### config.mk
export PLATFORM = sky130hd
export DESIGN_NAME = clook_disk_request_scheduler_top
export DESIGN_NICKNAME = d
export VERILOG_FILES = /design/src/hdl/clook_pkg.sv /design/src/hdl/clook_front.sv /design/src/hdl/clook_queue.sv /design/src/hdl/clook_back.sv /design/src/hdl/clook_disk_request_scheduler_top.sv
export SDC_FILE = /design/constraint.sdc
export NUM_CORES = 2
export LEC_CHECK = 0
export BUFFER_PORTS_ARGS = -buffer_cell sky130_fd_sc_hd__buf_2
export CORE_AREA = 2 2 478 432
export DETAILED_ROUTE_END_ITERATION = 6
export DIE_AREA = 0 0 480 434
export PLACE_DENSITY = 0.67
export SETUP_SLACK_MARGIN = 0.02
export SLEW_MARGIN = 15
export SYNTH_ARGS = -nofsm -noshare
export SYNTH_HDL_FRONTEND = slang
export SYNTH_HIERARCHICAL = 1
export SYNTH_SLANG_ARGS = --single-unit
### constraint.sdc
create_clock -name clk -period 19.8 [get_ports clk]
set_input_delay 0.99 -clock clk [delete_from_list [all_inputs] [get_ports clk]]
set_output_delay 0.99 -clock clk [all_outputs]
set_load 0.03 [all_outputs]
### src/hdl/clook_pkg.sv
`timescale 1ns / 1ps
// Shared constants, types and register codes for the C-LOOK request scheduler.
// No dependencies; every other file of the block imports this package.
package clook_pkg;

  localparam int MAX_REQUESTS   = 64;
  localparam int TRACK_BITS     = 16;
  localparam int IDX_BITS       = (MAX_REQUESTS > 1) ? $clog2(MAX_REQUESTS) : 1;
  localparam int CNT_BITS       = $clog2(MAX_REQUESTS + 1);
  localparam int DIST_BITS      = TRACK_BITS + 1;
  localparam int MEM_ADDR_BITS  = IDX_BITS + 1;          // bank bit + entry index
  localparam int MEM_DEPTH      = 2 * (2 ** IDX_BITS);
  localparam int IN_TDATA_BITS  = ((TRACK_BITS + 7) / 8) * 8;
  localparam int OUT_TDATA_BITS = ((TRACK_BITS + DIST_BITS + 7) / 8) * 8;
  localparam int CFG_INDEX_BITS = 1;
  localparam int CFG_DATA_BITS  = TRACK_BITS;

  // register indexes on the config port
  localparam logic [CFG_INDEX_BITS-1:0] REG_SWEEP_RIGHT = 1'd0;
  localparam logic [CFG_INDEX_BITS-1:0] REG_HEAD_START  = 1'd1;

  typedef logic [TRACK_BITS-1:0] track_t;
  typedef logic [CNT_BITS-1:0]   cnt_t;

  // one loaded batch handed from the front to the back
  typedef struct packed {
    logic   bank;
    cnt_t   count;
    track_t low;
    track_t high;
    track_t head;
    logic   right;
  } batch_t;

  // request store write port driven by the front
  typedef struct packed {
    logic                     en;
    logic [MEM_ADDR_BITS-1:0] addr;
    track_t                   data;
  } mem_wr_t;

  // batch queue status
  typedef struct packed {
    logic       empty;
    logic [1:0] level;
  } q_status_t;

endpackage

### src/hdl/clook_front.sv
`timescale 1ns / 1ps
// Front end: config registers, request loading into the current bank,
// lowest/highest tracking, and batch hand-off. Depends on clook_pkg.
module clook_front import clook_pkg::*; (
  input  logic                      clk,
  input  logic                      rst,
  input  logic                      cfg_wen,
  input  logic [CFG_INDEX_BITS-1:0] cfg_index,
  input  logic [CFG_DATA_BITS-1:0]  cfg_wdata,
  input  logic                      s_tvalid,
  output logic                      s_tready,
  input  logic [IN_TDATA_BITS-1:0]  s_tdata,
  input  logic                      s_tlast,
  input  logic                      load_ok,
  output mem_wr_t                   mem_wr,
  output logic                      push,
  output batch_t                    push_batch
);

  logic   sweep_right;
  track_t head_start;
  cnt_t   count;
  track_t low;
  track_t high;
  logic   bank;

  logic   accept;
  logic   room;
  track_t track;
  cnt_t   count_next;
  track_t low_next;
  track_t high_next;

  assign s_tready = load_ok;
  assign accept   = s_tvalid && load_ok;
  assign track    = s_tdata[TRACK_BITS-1:0];
  assign room     = count < CNT_BITS'(MAX_REQUESTS);

  // requests past a full store are dropped
  always_comb begin
    count_next = count;
    low_next   = low;
    high_next  = high;
    if (room) begin
      count_next = count + CNT_BITS'(1);
      if (track < low) low_next = track;
      if (track > high) high_next = track;
    end
  end

  assign mem_wr.en   = accept && room;
  assign mem_wr.addr = {bank, count[IDX_BITS-1:0]};
  assign mem_wr.data = track;

  assign push             = accept && s_tlast;
  assign push_batch.bank  = bank;
  assign push_batch.count = count_next;
  assign push_batch.low   = low_next;
  assign push_batch.high  = high_next;
  assign push_batch.head  = head_start;
  assign push_batch.right = sweep_right;

  always_ff @(posedge clk) begin
    if (rst) begin
      sweep_right <= 1'b0;
      head_start  <= '0;
      count       <= '0;
      low         <= '1;
      high        <= '0;
      bank        <= 1'b0;
    end else begin
      if (cfg_wen) begin
        case (cfg_index)
          REG_SWEEP_RIGHT: sweep_right <= cfg_wdata[0];
          REG_HEAD_START:  head_start  <= cfg_wdata[TRACK_BITS-1:0];
          default: ;
        endcase
      end
      if (accept) begin
        if (s_tlast) begin
          count <= '0;
          low   <= '1;
          high  <= '0;
          bank  <= ~bank;
        end else begin
          count <= count_next;
          low   <= low_next;
          high  <= high_next;
        end
      end
    end
  end

endmodule

### src/hdl/clook_queue.sv
`timescale 1ns / 1ps
// Two-entry batch descriptor queue between front and back.
// Depends on clook_pkg.
module clook_queue import clook_pkg::*; (
  input  logic      clk,
  input  logic      rst,
  input  logic      push,
  input  batch_t    push_batch,
  input  logic      pop,
  output batch_t    head_batch,
  output q_status_t status
);

  batch_t     slots [2];
  logic       wptr;
  logic       rptr;
  logic [1:0] level;

  logic do_push;
  logic do_pop;

  assign do_push = push && (level != 2'd2);
  assign do_pop  = pop && (level != 2'd0);

  assign head_batch   = slots[rptr];
  assign status.empty = (level == 2'd0);
  assign status.level = level;

  always_ff @(posedge clk) begin
    if (do_push) slots[wptr] <= push_batch;
  end

  always_ff @(posedge clk) begin
    if (rst) begin
      wptr  <= 1'b0;
      rptr  <= 1'b0;
      level <= 2'd0;
    end else begin
      if (do_push) wptr <= ~wptr;
      if (do_pop)  rptr <= ~rptr;
      case ({do_push, do_pop})
        2'b10:   level <= level + 2'd1;
        2'b01:   level <= level - 2'd1;
        default: level <= level;
      endcase
    end
  end

endmodule

### src/hdl/clook_back.sv
`timescale 1ns / 1ps
// Back end: two-bank request store and the selection engine that emits
// each batch in C-LOOK order with the head travel. Depends on clook_pkg.
module clook_back import clook_pkg::*; (
  input  logic                      clk,
  input  logic                      rst,
  input  mem_wr_t                   mem_wr,
  input  q_status_t                 q_status,
  input  batch_t                    q_head,
  output logic                      pop,
  output logic                      busy,
  output logic                      m_tvalid,
  input  logic                      m_tready,
  output logic [OUT_TDATA_BITS-1:0] m_tdata,
  output logic                      m_tlast
);

  typedef enum logic [1:0] {ST_IDLE, ST_SCAN, ST_EMIT} state_t;

  state_t               state;
  batch_t               job;
  logic [MAX_REQUESTS-1:0] served;
  cnt_t                 emitted;
  cnt_t                 issue_idx;
  logic                 rd_pend;
  logic [IDX_BITS-1:0]  rd_idx;
  track_t               rd_data;
  logic                 best_valid;
  logic [TRACK_BITS:0]  best_key;
  logic [IDX_BITS-1:0]  best_idx;
  track_t               best_track;
  logic                 far_any;
  track_t               far_last;
  track_t               near_d;

  track_t mem [MEM_DEPTH];

  logic                 rd_en;
  logic                 rd_far;
  logic [TRACK_BITS:0]  rd_key;
  logic                 take;
  logic                 best_far;
  logic                 last;
  logic                 out_free;
  logic                 emit_now;
  logic                 far_any_now;
  track_t               far_last_now;
  track_t               far_d;
  logic [DIST_BITS-1:0] total;
  logic [DIST_BITS-1:0] dist_out;
  track_t               near_init;

  // request store: written by the front, read by the scan
  always_ff @(posedge clk) begin
    if (mem_wr.en) mem[mem_wr.addr] <= mem_wr.data;
  end

  always_ff @(posedge clk) begin
    if (rd_en) rd_data <= mem[{job.bank, issue_idx[IDX_BITS-1:0]}];
  end

  assign rd_en = (state == ST_SCAN) && (issue_idx < job.count);

  // order key: near side first, then nearest-in-sweep-direction first
  assign rd_far = job.right ? (rd_data < job.head) : (rd_data > job.head);
  assign rd_key = {rd_far, job.right ? rd_data : ~rd_data};
  // strict compare keeps the earliest-loaded copy on ties
  assign take   = rd_pend && !served[rd_idx] && (!best_valid || rd_key < best_key);

  assign best_far = best_key[TRACK_BITS];
  assign last     = (emitted + CNT_BITS'(1)) == job.count;
  assign out_free = !m_tvalid || m_tready;
  assign emit_now = (state == ST_EMIT) && out_free;

  assign far_any_now  = far_any || best_far;
  assign far_last_now = best_far ? best_track : far_last;

  always_comb begin
    far_d = '0;
    if (far_any_now) begin
      far_d = job.right ? (far_last_now - job.low) : (job.high - far_last_now);
    end
  end

  assign total    = {1'b0, near_d} + {1'b0, far_d};
  assign dist_out = last ? total : '0;

  always_comb begin
    near_init = '0;
    if (q_head.right) begin
      if (q_head.high >= q_head.head) near_init = q_head.high - q_head.head;
    end else begin
      if (q_head.low <= q_head.head) near_init = q_head.head - q_head.low;
    end
  end

  assign pop  = (state == ST_IDLE) && !q_status.empty;
  assign busy = (state != ST_IDLE);

  always_ff @(posedge clk) begin
    if (rst) begin
      state    <= ST_IDLE;
      rd_pend  <= 1'b0;
      m_tvalid <= 1'b0;
    end else begin
      rd_pend <= rd_en;
      rd_idx  <= issue_idx[IDX_BITS-1:0];
      if (m_tvalid && m_tready && !emit_now) m_tvalid <= 1'b0;
      case (state)
        ST_IDLE: begin
          if (!q_status.empty) begin
            job        <= q_head;
            near_d     <= near_init;
            served     <= '0;
            emitted    <= '0;
            issue_idx  <= '0;
            best_valid <= 1'b0;
            far_any    <= 1'b0;
            far_last   <= '0;
            state      <= ST_SCAN;
          end
        end
        ST_SCAN: begin
          if (rd_en) issue_idx <= issue_idx + CNT_BITS'(1);
          if (take) begin
            best_valid <= 1'b1;
            best_key   <= rd_key;
            best_idx   <= rd_idx;
            best_track <= rd_data;
          end
          if (!rd_en && !rd_pend) state <= ST_EMIT;
        end
        ST_EMIT: begin
          if (out_free) begin
            m_tvalid         <= 1'b1;
            m_tdata          <= OUT_TDATA_BITS'({dist_out, best_track});
            m_tlast          <= last;
            served[best_idx] <= 1'b1;
            emitted          <= emitted + CNT_BITS'(1);
            far_any          <= far_any_now;
            far_last         <= far_last_now;
            issue_idx        <= '0;
            best_valid       <= 1'b0;
            state            <= last ? ST_IDLE : ST_SCAN;
          end
        end
        default: state <= ST_IDLE;
      endcase
    end
  end

endmodule

### src/hdl/clook_disk_request_scheduler_top.sv
`timescale 1ns / 1ps
// C-LOOK disk request scheduler, top level. Loads track requests one per
// cycle while s_tready is high; the request flagged with tlast closes the
// batch and the block emits every stored request in C-LOOK order. After the
// batch closes, each served request takes one full pass over the store
// through its single read port, plus the emit step; up to 64 requests are
// kept, more are dropped.
// The store has two banks: the next batch loads while the previous one is
// drained, and s_tready drops only while two closed batches are pending.
// The last request of a batch carries tlast and the total head travel,
// near sweep plus far sweep, not counting the jump across; an empty side
// adds nothing. Config writes (index 0: sweep_right, index 1: head_start)
// apply to batches closed afterwards. Depends on clook_pkg, clook_front,
// clook_queue and clook_back.
module clook_disk_request_scheduler_top import clook_pkg::*; (
  input  logic                      clk,
  input  logic                      rst,
  // config write port
  input  logic                      cfg_wen,
  input  logic [CFG_INDEX_BITS-1:0] cfg_index,
  input  logic [CFG_DATA_BITS-1:0]  cfg_wdata,
  // request in
  input  logic                      s_tvalid,
  output logic                      s_tready,
  input  logic [IN_TDATA_BITS-1:0]  s_tdata,   // [15:0] track
  input  logic                      s_tlast,   // final_request
  // served request out
  output logic                      m_tvalid,
  input  logic                      m_tready,
  output logic [OUT_TDATA_BITS-1:0] m_tdata,   // [15:0] served_track, [32:16] total_distance
  output logic                      m_tlast    // end_of_order
);

  mem_wr_t   mem_wr;
  logic      push;
  batch_t    push_batch;
  batch_t    q_head;
  q_status_t q_status;
  logic      pop;
  logic      back_busy;
  logic      load_ok;

  // each closed batch holds a bank until drained; two banks in total
  assign load_ok = (q_status.level == 2'd0) ||
                   ((q_status.level == 2'd1) && !back_busy);

  clook_front u_front (
    .clk        (clk),
    .rst        (rst),
    .cfg_wen    (cfg_wen),
    .cfg_index  (cfg_index),
    .cfg_wdata  (cfg_wdata),
    .s_tvalid   (s_tvalid),
    .s_tready   (s_tready),
    .s_tdata    (s_tdata),
    .s_tlast    (s_tlast),
    .load_ok    (load_ok),
    .mem_wr     (mem_wr),
    .push       (push),
    .push_batch (push_batch)
  );

  clook_queue u_queue (
    .clk        (clk),
    .rst        (rst),
    .push       (push),
    .push_batch (push_batch),
    .pop        (pop),
    .head_batch (q_head),
    .status     (q_status)
  );

  clook_back u_back (
    .clk      (clk),
    .rst      (rst),
    .mem_wr   (mem_wr),
    .q_status (q_status),
    .q_head   (q_head),
    .pop      (pop),
    .busy     (back_busy),
    .m_tvalid (m_tvalid),
    .m_tready (m_tready),
    .m_tdata  (m_tdata),
    .m_tlast  (m_tlast)
  );

endmodule

==> summary.md <==
| Metric | Value |
|---|---|
| Async SR Flop Fraction | `0%` |
| Post-synth EDFFs | `2426` |
| Status | `completed` |
| Internal power | `9.53 mW` |
| Post-CTS Resized | `0` |
| Total gr overflow | `0` |
| # rows | `157` |
| Main synth FF type | `edfxtp_1` |
| CTS Hold Bufs | `0` |
| Tmin final | `5.71 ns` |
| Initial DRC count | `5918` |
| Largest net degree at the start of global routing | `139` |
| Pwr Density | `115 mW/mm2` |
| Die area | `0.208 mm2` |
| Starting Density | `49.8%` |
| DR WL/cell | `30.1 um` |
| Post-route ant nets | `0` |
| Total negative setup slack | `0 ns` |
| Initial DRT Pass Iterations | `6` |
| Total GRT Usage | `23.6%` |
| Synthesis Warnings | `6` |
| First-pass GRT wire length | `353000 um` |
| Placer congestion estimate | `0.876` |
| Worst Skew | `0.0578 ns` |
| Combinational share of power | `19.2%` |
| Core Region | `0.203 mm2` |
| Clock Power Share | `33.9%` |
| CP required | `20.41 ns` |
| Number of setup violations in the final report | `0` |
| Via count | `50000` |
| Critical path arrival | `6.32 ns` |
| DRC | `0` |
| Buffers on Ports | `74` |
| Clock buffer depth | `3` |
| Area delta synth->final | `11.8%` |
| Setup CP Type | `reg2reg` |
| H-tree Lvls | `4` |
| Crit share post-route | `28.8%` |
| Vias/cell | `6.15` |
| Switch share | `26.5%` |
| Crit. End Element | `flip-flop` |
| Root Driver | `clkbuf_16` |
| Netlist area before placement | `0.101 mm2` |
| Mapped Avg Cell Area | `20.3 um2` |
| RSZ-0062 raised after global routing | `no` |
| Worst-skew pair later-pin latency | `0.88 ns` |
| Final Hold Fails | `0` |
| Mapped Cells | `4996` |
| Routed WL | `245000 um` |
| Clock transition at the registers of the reported paths | `0.06 ns` |
| Worst Tran Pin Value | `1.24 ns` |
| Max Slew Vio Count | `0` |
| Clk sink count | `2492` |
| Max VDD drop | `0.000102 V` |
| Final nets | `5432` |
| Slew HR | `17.3%` |
| Fin util | `55.7%` |
| Initial antenna violation count | `10` |
| Lkg Pwr | `36.6 nW` |
| Synth unique cells | `80` |
| Postcts setup bufs | `0` |
| Yosys reg bits | `2492` |
| Psw | `3.44 mW` |
| CTS Buf Count | `230` |
| Total of max-cap violations | `0` |
| Worst hold path type | `in2reg` |
| CTS tree | `built` |
| HPWL Detailed | `142000 um` |
| Sequential share of power | `46.9%` |
| CP Launch Type | `flip-flop` |
| F_max | `175 MHz` |
| Io pins | `82` |
| Sequential cell area fraction in the yosys report | `73.3%` |
| Vias in the first global route | `49900` |
| Crit Path Max Fanout | `107` |
| Die W | `480 um` |
| Layout cells sized above 1 | `27.5%` |
| Die Ht | `434 um` |
sequential cells by signal (all words and copies together), names as in the netlist, 17 cells and up, named ones only:
| signal | cells |
|---|---|
| u_queue/slots | 114 |
| u_back/served | 64 |
| u_back/mem | 2048 |
| u_back/job | 57 |
| u_back/best_key | 17 |
| u_back/m_tdata | 33 |
layer usage:
metal  vias to the layer above  wire (um)  global-route usage [%]
met5                         -         19                       0
met4                         2       6680                    6.67
met3                       366      23000                    4.99
met2                      2214     114000                    36.5
met1                     26600     101000                    34.2
li1                      20900          -                       -
cell usage after synthesis (12+ instances only):
master	instances	area share, %
a21oi_1	148	0.73
a211oi_1	13	0.096
nand2b_1	17	0.11
buf_2	47	0.23
and2_1	12	0.074
mux2_2	96	1.1
nand2_1	116	0.43
o21ai_0	29	0.14
nand4_1	19	0.12
nor3_1	38	0.19
buf_4	41	0.30
mux4_2	692	15
mux2i_1	36	0.36
o21a_1	12	0.089
edfxtp_1	2426	72
nor2b_1	21	0.13
clkbuf_1	151	0.56
xor2_1	30	0.26
xnor2_1	70	0.61
a21o_1	33	0.24
buf_1	17	0.063
nor2_1	304	1.1
o22ai_1	18	0.11
inv_1	169	0.63
o21ai_1	20	0.099
ha_1	151	1.9
dfxtp_1	66	1.3
and3_1	14	0.087
nand3_1	41	0.20
final timing paths:
check	start	endpoint	slack, ns	cells after the start
max	u_back/issue_idx[0]	u_back/rd_data[12]	14.09	8
min	cfg_wdata[13]	u_front/head_start[13]	0.37	3
max reg2reg	u_back/issue_idx[0]	u_back/rd_data[12]	14.09	8
min reg2reg	u_back/best_track[9]	u_back/m_tdata[9]	0.45	0
critical path: stages (launching register included):
cell and delay, ns:
edfxtp_1 0.35, buf_4 0.67, buf_12 0.66, buf_4 0.79, buf_4 0.82, mux4_2 0.62
mux4_2 0.54, mux4_2 0.55, mux2_2 0.28
cells in the final DEF, fill, tap and decap left out, drive strengths merged, types with 7 or more instances in the layout:
cell type	count
o211ai	10
nor2	305
dfxtp	66
a211oi	13
nor2b	21
o22ai	18
o21bai	9
o21a	12
a31oi	10
and3	14
bufinv	19
mux4	692
nand2	116
buf	263
ha	151
edfxtp	2426
clkinv	104
clkbuf	294
nand4	20
o21ai	50
nand2b	17
a21o	34
a22o	16
xnor2	70
nor3b	8
clkinvlp	7
xor2	30
inv	176
mux2	107
mux2i	36
nand3	41
and2	12
conb	7
a21oi	151
nor3	40
power by group through the flow:
stage | logic [mW] | registers (mW) | clock network [mW]
6_report | 2.49 | 6.08 | 4.40
5_1_grt | 2.65 | 6.09 | 4.66
4_1_cts | 2.51 | 6.08 | 4.46
3_5_place_dp | 2.49 | 6.19 | 0
3_3_place_gp | 2.47 | 6.18 | 0
2_1_floorplan | 1.78 | 6.13 | 0
cell families after synthesis:
family / Yosys count / share of synthesized area (%)
multiplexers: 835 / 17.0
AO/OA/AOI/OAI: 364 / 2.30
adder cells (fa/ha/maj): 156 / 1.97
XOR/XNOR: 100 / 0.865
flip-flops: 2492 / 73.3
AND/OR/NAND/NOR: 617 / 2.75
other: 1 / 0.00371
buffers and inverters: 431 / 1.84
area by class of cell:
type,count,area (um2)
clock buffers,294,6090
clock inverters,135,1430
flip-flops and latches,2492,74200
diodes,5,12.5
inverters,171,642
well taps,2703,3380
repair buffers,263,1900
multi-input cells,2079,25500
fillers,15000,90000
metrics by stage:
| stage | power (mW) | std cells | hold WS (ns) | cell area [um2] | worst slack [ns] |
|---|---|---|---|---|---|
| 2_1_floorplan | 7.90 | 5002 | 0.424 | 101000 | 13.05 |
| 3_3_place_gp | 8.65 | 7708 | 0.440 | 106000 | 13.83 |
| 3_5_place_dp | 8.68 | 7708 | 0.439 | 106000 | 13.81 |
| 4_1_cts | 13.0 | 8137 | 0.302 | 113000 | 13.81 |
| 5_1_grt | 13.4 | 8139 | 0.325 | 113000 | 13.57 |
| 6_report | 13.0 | 8142 | 0.371 | 113000 | 14.09 |
Note: power is estimated with default switching activity, not from simulation.
